## src/design/ssd_pkg.sv

```systemverilog
// Package for the seven-segment shift driver: digit count, code tables, shared types.
// No dependencies; the front, queue, back and top level import it.
`default_nettype none

package ssd_pkg;

  // Number of digit positions shown, clamped into 1 .. 4
  localparam int DIGIT_COUNT = 4;
  localparam int NDIG = (DIGIT_COUNT < 1) ? 1 : ((DIGIT_COUNT > 4) ? 4 : DIGIT_COUNT);

  localparam int FRAME_BITS = 16;
  localparam int BIT_W      = 4;   // index of a bit within a frame
  localparam int POS_W      = 2;   // digit position, up to four positions

  localparam logic [POS_W-1:0] LAST_POS = POS_W'(NDIG - 1);
  localparam logic [BIT_W-1:0] TOP_BIT  = BIT_W'(FRAME_BITS - 1);

  // Reciprocal of ten: (x * 52429) >> 19 equals x / 10 for every 16-bit x
  localparam logic [31:0] RECIP_TEN = 32'd52429;
  localparam int          RECIP_SH  = 19;

  typedef logic [3:0] digit_t;
  typedef digit_t [NDIG-1:0] digit_set_t;

  // Queue status seen by the front and back parts
  typedef struct packed {
    logic not_empty;
    logic not_full;
  } qstat_t;

  // Active-low segment pattern of a decimal digit
  function automatic logic [7:0] seg_code(input digit_t d);
    logic [7:0] r;
    unique case (d)
      4'd0:    r = 8'd192;
      4'd1:    r = 8'd249;
      4'd2:    r = 8'd164;
      4'd3:    r = 8'd176;
      4'd4:    r = 8'd153;
      4'd5:    r = 8'd146;
      4'd6:    r = 8'd130;
      4'd7:    r = 8'd248;
      4'd8:    r = 8'd128;
      4'd9:    r = 8'd144;
      default: r = 8'd192;
    endcase
    return r;
  endfunction

  // One-hot position select
  function automatic logic [7:0] pos_code(input logic [POS_W-1:0] p);
    logic [7:0] r;
    unique case (p)
      2'd0:    r = 8'd1;
      2'd1:    r = 8'd2;
      2'd2:    r = 8'd4;
      default: r = 8'd8;
    endcase
    return r;
  endfunction

endpackage

`default_nettype wire

```

## src/design/ssd_if.sv

```systemverilog
// Valid/ready channel interfaces for the value input and the serial bit output.
// Depends on nothing; used by the top level and its ports.
`default_nettype none

interface ssd_in_if;
  logic        valid;
  logic        ready;
  logic [15:0] value;

  modport source (output valid, output value, input ready);
  modport sink   (input valid, input value, output ready);
endinterface

interface ssd_out_if;
  logic valid;
  logic ready;
  logic serial_bit;
  logic latch_pulse;
  logic last;

  modport source (output valid, output serial_bit, output latch_pulse, output last,
                  input ready);
  modport sink   (input valid, input serial_bit, input latch_pulse, input last,
                  output ready);
endinterface

`default_nettype wire

```

## src/design/ssd_front.sv

```systemverilog
// Front part: accepts a value and splits it into decimal digits, one per cycle.
// Depends on ssd_pkg.
`default_nettype none

module ssd_front
  import ssd_pkg::*;
(
  input  wire logic        clk,
  input  wire logic        rst,
  input  wire logic        in_valid,
  output logic             in_ready,
  input  wire logic [15:0] in_value,
  input  wire qstat_t      qstat,
  output logic             push,
  output digit_set_t       push_data
);

  logic             busy;
  logic             hold;
  logic [POS_W-1:0] cnt;
  logic [15:0]      v;
  digit_set_t       digs;

  logic [31:0] prod;
  logic [15:0] quot;
  digit_t      rem;

  // Divide by ten through the reciprocal, remainder by shift-and-add
  assign prod = 32'(v) * RECIP_TEN;
  assign quot = 16'(prod >> RECIP_SH);
  assign rem  = 4'(v - ((quot << 3) + (quot << 1)));

  assign in_ready  = !busy && !hold;
  assign push      = hold && qstat.not_full;
  assign push_data = digs;

  // Control: accept, one digit per cycle from the highest position down, then hand off
  always_ff @(posedge clk) begin
    if (rst) begin
      busy <= 1'b0;
      hold <= 1'b0;
      cnt  <= '0;
    end else begin
      if (in_valid && in_ready) begin
        busy <= 1'b1;
        cnt  <= LAST_POS;
      end else if (busy) begin
        if (cnt == '0) begin
          busy <= 1'b0;
          hold <= 1'b1;
        end else begin
          cnt <= cnt - 1'b1;
        end
      end
      if (push) hold <= 1'b0;
    end
  end

  // Payload: working value and digit set
  always_ff @(posedge clk) begin
    if (in_valid && in_ready) begin
      v <= in_value;
    end else if (busy) begin
      v         <= quot;
      digs[cnt] <= rem;
    end
  end

endmodule

`default_nettype wire

```

## src/design/ssd_queue.sv

```systemverilog
// Two-entry queue of digit sets between the front and back parts.
// Depends on ssd_pkg.
`default_nettype none

module ssd_queue
  import ssd_pkg::*;
(
  input  wire logic       clk,
  input  wire logic       rst,
  input  wire logic       push,
  input  wire digit_set_t push_data,
  input  wire logic       pop,
  output digit_set_t      head,
  output qstat_t          qstat
);

  digit_set_t mem [2];
  logic       wr_ptr;
  logic       rd_ptr;
  logic [1:0] count;

  assign head            = mem[rd_ptr];
  assign qstat.not_empty = (count != 2'd0);
  assign qstat.not_full  = (count != 2'd2);

  // Pointers and fill count
  always_ff @(posedge clk) begin
    if (rst) begin
      wr_ptr <= 1'b0;
      rd_ptr <= 1'b0;
      count  <= 2'd0;
    end else begin
      if (push) wr_ptr <= !wr_ptr;
      if (pop)  rd_ptr <= !rd_ptr;
      unique case ({push, pop})
        2'b10:   count <= count + 2'd1;
        2'b01:   count <= count - 2'd1;
        default: count <= count;
      endcase
    end
  end

  // Storage
  always_ff @(posedge clk) begin
    if (push) mem[wr_ptr] <= push_data;
  end

endmodule

`default_nettype wire

```

## src/design/ssd_back.sv

```systemverilog
// Back part: serializes each digit set into 16-bit frames, one bit per cycle unless the output stalls,
// through an output register. Depends on ssd_pkg.
`default_nettype none

module ssd_back
  import ssd_pkg::*;
(
  input  wire logic       clk,
  input  wire logic       rst,
  input  wire qstat_t     qstat,
  input  wire digit_set_t head,
  output logic            pop,
  output logic            out_valid,
  input  wire logic       out_ready,
  output logic            out_serial_bit,
  output logic            out_latch_pulse,
  output logic            out_last
);

  logic             active;
  logic [POS_W-1:0] pos;
  logic [BIT_W-1:0] bidx;
  digit_set_t       digs;

  logic        advance;
  logic        frame_end;
  logic        set_end;
  logic [15:0] frame;

  assign advance   = active && (!out_valid || out_ready);
  assign frame_end = (bidx == '0);
  assign set_end   = frame_end && (pos == LAST_POS);
  assign pop       = qstat.not_empty && (!active || (advance && set_end));
  assign frame     = {seg_code(digs[pos]), pos_code(pos)};

  // Sequencer over positions and frame bits
  always_ff @(posedge clk) begin
    if (rst) begin
      active    <= 1'b0;
      out_valid <= 1'b0;
      pos       <= '0;
      bidx      <= TOP_BIT;
    end else begin
      if (advance) begin
        out_valid <= 1'b1;
      end else if (out_ready) begin
        out_valid <= 1'b0;
      end
      if (pop) begin
        active <= 1'b1;
        pos    <= '0;
        bidx   <= TOP_BIT;
      end else if (advance) begin
        if (frame_end) begin
          bidx <= TOP_BIT;
          if (set_end) begin
            active <= 1'b0;
          end else begin
            pos <= pos + 1'b1;
          end
        end else begin
          bidx <= bidx - 1'b1;
        end
      end
    end
  end

  // Payload: digit set and output bit
  always_ff @(posedge clk) begin
    if (pop) digs <= head;
    if (advance) begin
      out_serial_bit  <= frame[bidx];
      out_latch_pulse <= frame_end;
      out_last        <= set_end;
    end
  end

endmodule

`default_nettype wire

```

## src/design/seven_segment_shift_driver_unit.sv

```systemverilog
// Seven-segment shift driver top level: front (digit split), queue, back (serializer).
// Throughput is set by the one-bit-per-cycle serializer, which stalls under output back-pressure;
// the front takes no new value until its digit set is pushed, and runs ahead by up to two queued values.
// Reset (rst, synchronous): empties the queue and output register, idles both parts.
// Depends on ssd_pkg, ssd_if, ssd_front, ssd_queue, ssd_back.
`default_nettype none

module seven_segment_shift_driver_unit
  import ssd_pkg::*;
(
  input  wire logic   clk,
  input  wire logic   rst,
  ssd_in_if.sink      in_ch,
  ssd_out_if.source   out_ch
);

  qstat_t     qstat;
  logic       push;
  logic       pop;
  digit_set_t push_data;
  digit_set_t head;

  ssd_front u_front (
    .clk       (clk),
    .rst       (rst),
    .in_valid  (in_ch.valid),
    .in_ready  (in_ch.ready),
    .in_value  (in_ch.value),
    .qstat     (qstat),
    .push      (push),
    .push_data (push_data)
  );

  ssd_queue u_queue (
    .clk       (clk),
    .rst       (rst),
    .push      (push),
    .push_data (push_data),
    .pop       (pop),
    .head      (head),
    .qstat     (qstat)
  );

  ssd_back u_back (
    .clk             (clk),
    .rst             (rst),
    .qstat           (qstat),
    .head            (head),
    .pop             (pop),
    .out_valid       (out_ch.valid),
    .out_ready       (out_ch.ready),
    .out_serial_bit  (out_ch.serial_bit),
    .out_latch_pulse (out_ch.latch_pulse),
    .out_last        (out_ch.last)
  );

endmodule

`default_nettype wire

```

## src/flat_wrapper.sv

```systemverilog
// flat-port wrapper written by rule: the top's interface ports become plain ports
module seven_segment_shift_driver_unit_flat import ssd_pkg::*;
  (clk, rst, in_ch_valid, in_ch_value, in_ch_ready, out_ch_valid, out_ch_serial_bit, out_ch_latch_pulse, out_ch_last, out_ch_ready);
  ssd_in_if in_ch_i ();
  ssd_out_if out_ch_i ();
  input  wire logic clk;
  input  wire logic rst;
  input wire logic [$bits(in_ch_i.valid)-1:0] in_ch_valid;
  input wire logic [$bits(in_ch_i.value)-1:0] in_ch_value;
  output wire logic [$bits(in_ch_i.ready)-1:0] in_ch_ready;
  output wire logic [$bits(out_ch_i.valid)-1:0] out_ch_valid;
  output wire logic [$bits(out_ch_i.serial_bit)-1:0] out_ch_serial_bit;
  output wire logic [$bits(out_ch_i.latch_pulse)-1:0] out_ch_latch_pulse;
  output wire logic [$bits(out_ch_i.last)-1:0] out_ch_last;
  input wire logic [$bits(out_ch_i.ready)-1:0] out_ch_ready;
  assign in_ch_i.valid = in_ch_valid;
  assign in_ch_i.value = in_ch_value;
  assign in_ch_ready = in_ch_i.ready;
  assign out_ch_valid = out_ch_i.valid;
  assign out_ch_serial_bit = out_ch_i.serial_bit;
  assign out_ch_latch_pulse = out_ch_i.latch_pulse;
  assign out_ch_last = out_ch_i.last;
  assign out_ch_i.ready = out_ch_ready;
  seven_segment_shift_driver_unit u_core (.clk(clk), .rst(rst), .in_ch(in_ch_i), .out_ch(out_ch_i));
endmodule
```

## config.mk

```make
export PLATFORM = sky130hd
export DESIGN_NAME = seven_segment_shift_driver_unit_flat
export DESIGN_NICKNAME = d
export VERILOG_FILES = /design/src/design/ssd_pkg.sv /design/src/design/ssd_if.sv /design/src/design/ssd_front.sv /design/src/design/ssd_queue.sv /design/src/design/ssd_back.sv /design/src/design/seven_segment_shift_driver_unit.sv /design/src/flat_wrapper.sv
export SDC_FILE = /design/constraint.sdc
export NUM_CORES = 1
export LEC_CHECK = 0
export BUFFER_PORTS_ARGS = -buffer_cell sky130_fd_sc_hd__clkbuf_2
export CORE_ASPECT_RATIO = 0.6
export CORE_MARGIN = 3
export CORE_UTILIZATION = 40
export CTS_CLUSTER_SIZE = 40
export DETAILED_ROUTE_END_ITERATION = 8
export PLACE_DENSITY = 0.62
export SETUP_SLACK_MARGIN = 0.02
export SLEW_MARGIN = 20
export SYNTH_ARGS = -nofsm -noshare
export SYNTH_HDL_FRONTEND = slang
export SYNTH_SLANG_ARGS = --single-unit
```

## constraint.sdc

```tcl
create_clock -name clk -period 6.2 [get_ports clk]
set_input_delay 1.24 -clock clk [delete_from_list [all_inputs] [get_ports clk]]
set_output_delay 1.24 -clock clk [all_outputs]
set_load 0.01 [all_outputs]
```

==> results.md <==
| Item | Reported |
| --- | --- |
| Via count of the first global-routing pass | 5,586 |
| Row count | 41 |
| Net Count, Synth | 1,024 |
| Root buffer selected by CTS | sky130_fd_sc_hd__clkbuf_16 |
| Estimated wirelength of the detail-placed design | 17,500 µm |
| Source of the worst hold timing path | u_core.u_front.push_data[11] |
| Netlist cell types | 57 |
| Status | completed |
| Antenna violations before repair | 0 |
| Count of warnings emitted by yosys | 0 |
| Highest cell delay on the worst timing path | 0.57 ns |
| Number of hold buffers added after cts | 0 |
| Worst min path class | reg -> reg |
| Layout filler cell count | 1,962 |
| First-pass iteration count of the detailed router | 5 |
| Via density per instance | 5.12 |
| Share of layout cells above drive strength 1 | 12.1% |
| Max_cap viols | 0 |
| Crit-path cells | ha_4 -> inv_1 -> fa_1 -> inv_1 -> fa_1 -> fa_1 -> fa_1 -> inv_1 -> fa_1 -> inv_1 -> ha_1 -> a21oi_1 -> o21ai_1 -> a21o_1 -> xnor2_1 -> ha_1 -> xnor2_2 -> xnor3_1 -> xnor2_2 |
| Multiplexer share of the synthesized area | 4.15% |
| Area after DPL | 0.00930 mm² |
| Worst hold path cell count | 0 |
| Critical R2R Launch | u_core.u_front.v[7] |
| Cell Area, Synth | 0.00878 mm² |
| CP max stage cell | sky130_fd_sc_hd__fa_1 |
| Initial Util | 41.3% |
| Async SR Flop Fraction | 0% |
| Global-route wire length before repair | 32,700 µm |
| Max-Slew Margin vs Limit | 31.1% |
| Top post-synthesis cells by count | sky130_fd_sc_hd__inv_1 (180), sky130_fd_sc_hd__ha_1 (148), sky130_fd_sc_hd__edfxtp_1 (83) |
| Clock insertion delay at the later pin of the skew report | 0.35 ns |
| H-tree lvl count | 3 |
| Via count of the routed design | 5,660 |
| Transition at the pin with the smallest max-transition slack | 1.03 ns |
| Worst clock skew | 0.0142 ns |
| Final number of max-transition violations | 0 |
| Sequential-to-total area share from yosys stat | 32.0% |
| Area added between synthesis and finish | 10.7% |
| Sum of buffers and inverters on the critical path | 4 |
| Share of the synthesized netlist area taken by xor and xnor gates | 2.65% |
| Cell type with the highest aggregate area in the netlist | sky130_fd_sc_hd__edfxtp_1 |
| Count of unresolved DRC violations after routing | 0 |
| Crit Path Category | reg -> reg |
| Post-synthesis cell count | 776 |
| Number of enable-type register cells in the synthesized netlist | 83 |
| Final setup violation count | 0 |
| Share of the synthesized area in the top cell type | 28.4% |
| Residual overflow from global routing | 0 |
| Period Utilization, post-route | 97.2% |
| Buffers added on ports | 24 |
| Gr usage total | 18.4% |
| Sum Neg Setup Slack | 0 ns |
| Critical path endpoint category | register |
| Most frequent cell on the critical path | sky130_fd_sc_hd__fa_1 |
| Register area | 0.00281 mm² |
| Sink count of the clock tree | 99 |
| End of the worst register-to-register path | u_core.u_front.push_data[11] |
| Die area | 0.0238 mm² |
| Endpoint of the worst hold-timing path | u_core.u_queue.mem[0][11] |
| Mapped Avg Cell Area | 11.3 µm² |
| Minimum clock period after layout | 6.03 ns |
| Detailed router's first-iteration violation count | 418 |
| Final weighted congestion in routability-driven placement | 0.939 |
| WL final | 20,800 µm |
| Final Hold Vio Count | 0 |
| Post-DR wirelength/cell | 18.8 µm |
| Req. time, crit path | 6.28 ns |
| Endpoint arrival time on the critical path | 6.11 ns |
| Post-synthesis share of cell area spent on full adders, half adders and majority gates | 39.3% |
| Cell area after layout | 0.00972 mm² |
| Dominant cell by count in the synthesized netlist | sky130_fd_sc_hd__inv_1 |
| Worst reg2reg setup slack | 0.17 ns |
| Largest buffer count on any clock path | 2 |
| Total area of multi-input combinational cells | 0.00531 mm² |
| DIE HEIGHT | 121 µm |
| Cell family with most CP delay | adder cells |
| Simple-gate share of the synthesized area | 6.37% |
| Max Fclk | 166 MHz |
| Overall die width | 197 µm |
| Number of synthesized register bits | 99 |
| Number of cells traversed by the worst register-to-register path | 19 |
| Net count reported at finish | 1,070 |
| Maximum number of pins on one net before global-route repair | 22 |
| Crit path depth | 19 |
| Diodes inserted | 0 |
| Most used flip-flop cell after synthesis | sky130_fd_sc_hd__edfxtp_1 |
| Compound-cell area share of the yosys netlist | 7.02% |
| I/O pin count | 25 |
| Core area | 0.0213 mm² |
| Clock edge transition at the registers on the reported setup and hold paths | 0.07 ns |
| Biggest area contributors in the synthesized netlist | sky130_fd_sc_hd__edfxtp_1 (28%), sky130_fd_sc_hd__ha_1 (21%), sky130_fd_sc_hd__fa_1 (18%), sky130_fd_sc_hd__inv_1 (7.7%), sky130_fd_sc_hd__dfxtp_1 (3.6%) |
| Largest fanout on the critical path | 4 |
| Number of buffers inserted during clock tree synthesis | 9 |
| Main combinational cell family by area after synthesis | adder cells |
| Number of routed nets with antenna violations | 0 |
| Setup crit start kind | register |
| TritonCTS clock tree | yes |
[layer usage]
layer  up-vias  track usage, %  routed length (µm)
met5         -               0                   0
met4         0            1.73                  28
met3         2            8.33                2520
met2       212            20.7                6920
met1      2740            31.1               11300
li1       2706               -                   -
[cell usage in the layout, fill, tap and decap left out, types with 13 or more instances in the layout]
master,instances
sky130_fd_sc_hd__xnor2_1,13
sky130_fd_sc_hd__a21oi_1,26
sky130_fd_sc_hd__nor2_1,24
sky130_fd_sc_hd__clkbuf_2,24
sky130_fd_sc_hd__buf_4,23
sky130_fd_sc_hd__o21ai_0,14
sky130_fd_sc_hd__ha_1,144
sky130_fd_sc_hd__fa_1,80
sky130_fd_sc_hd__mux2_2,17
sky130_fd_sc_hd__edfxtp_1,83
sky130_fd_sc_hd__nand2_1,35
sky130_fd_sc_hd__dfxtp_1,16
sky130_fd_sc_hd__inv_1,180
[worst max-delay path by stage]
stage                              from                           end
floorplan           u_core.u_front.v[6]          u_core.u_front.v[11]
global placement    u_core.u_front.v[7]           u_core.u_front.v[8]
detailed placement  u_core.u_front.v[7]   u_core.u_front.push_data[7]
CTS                 u_core.u_front.v[7]          u_core.u_front.v[12]
global route        u_core.u_front.v[7]          u_core.u_front.v[11]
finish              u_core.u_front.v[7]  u_core.u_front.push_data[11]
[worst reg2reg max path, stage by stage (launching register included)]
cell and delay [ns]:
sky130_fd_sc_hd__edfxtp_1 0.52, sky130_fd_sc_hd__ha_4 0.36, sky130_fd_sc_hd__inv_1 0.06, sky130_fd_sc_hd__fa_1 0.56
sky130_fd_sc_hd__inv_1 0.08, sky130_fd_sc_hd__fa_1 0.57, sky130_fd_sc_hd__fa_1 0.54, sky130_fd_sc_hd__fa_1 0.55
sky130_fd_sc_hd__inv_1 0.06, sky130_fd_sc_hd__fa_1 0.54, sky130_fd_sc_hd__inv_1 0.04, sky130_fd_sc_hd__ha_1 0.33
sky130_fd_sc_hd__a21oi_1 0.15, sky130_fd_sc_hd__o21ai_1 0.15, sky130_fd_sc_hd__a21o_1 0.21, sky130_fd_sc_hd__xnor2_1 0.20
sky130_fd_sc_hd__ha_1 0.24, sky130_fd_sc_hd__xnor2_2 0.15, sky130_fd_sc_hd__xnor3_1 0.28, sky130_fd_sc_hd__xnor2_2 0.18
[repair_timing]
action / CTS / global route
setup buffers: 0 / 8
endpoints found under the setup margin: 4 / 21
cloned: 0 / 0
endpoints found under the hold margin: 0 / 0
resized for setup: 1 / 17
pin swaps: 0 / 1
[stage by stage]
step | hold slack, ns | util [%] | worst slack [ns] | cells
5_1_grt | 0.457 | 45.7 | -0.00758 | 1106
2_1_floorplan | 0.421 | - | 0.628 | 776
4_1_cts | 0.447 | 45.0 | 0.0616 | 1098
3_5_place_dp | 0.434 | 43.7 | 0.0975 | 1082
3_3_place_gp | 0.425 | 43.7 | 0.159 | 1082
6_report | 0.449 | 45.7 | 0.174 | 1106
[final cells by class]
cell class	instances	area share, %
multi-input combinational	485	54.6
sequential	99	28.9
inverter	180	6.95
tap	279	3.59
timing repair buffer	47	3.01
clock buffer	10	2.35
clock inverter	6	0.528
[logic make-up (layout without fill, tap and decap cells)]
kind of cell,after synthesis,after routing
simple gates,112,112
buf+inv,192,243
fa+ha+maj,228,228
flops,99,99
xor+xnor,25,25
compound gates,94,94
mux,26,26
[sequential cells by signal, summed over array words and instances (netlist names)]
name / count
u_core.u_back.active: 1
u_core.u_back.bidx: 4
u_core.u_back.digs: 16
u_core.u_back.out_last: 1
u_core.u_back.out_latch_pulse: 1
u_core.u_back.out_serial_bit: 1
u_core.u_back.out_valid: 1
u_core.u_back.pos: 2
u_core.u_front.busy: 1
u_core.u_front.cnt: 2
u_core.u_front.hold: 1
u_core.u_front.push_data: 16
u_core.u_front.v: 16
u_core.u_queue.count: 2
u_core.u_queue.mem: 32
u_core.u_queue.rd_ptr: 1
u_core.u_queue.wr_ptr: 1
Power is left out: the tool's default activity adds up to more than one toggle a clock period on the data nets, which glitch-free logic cannot reach.
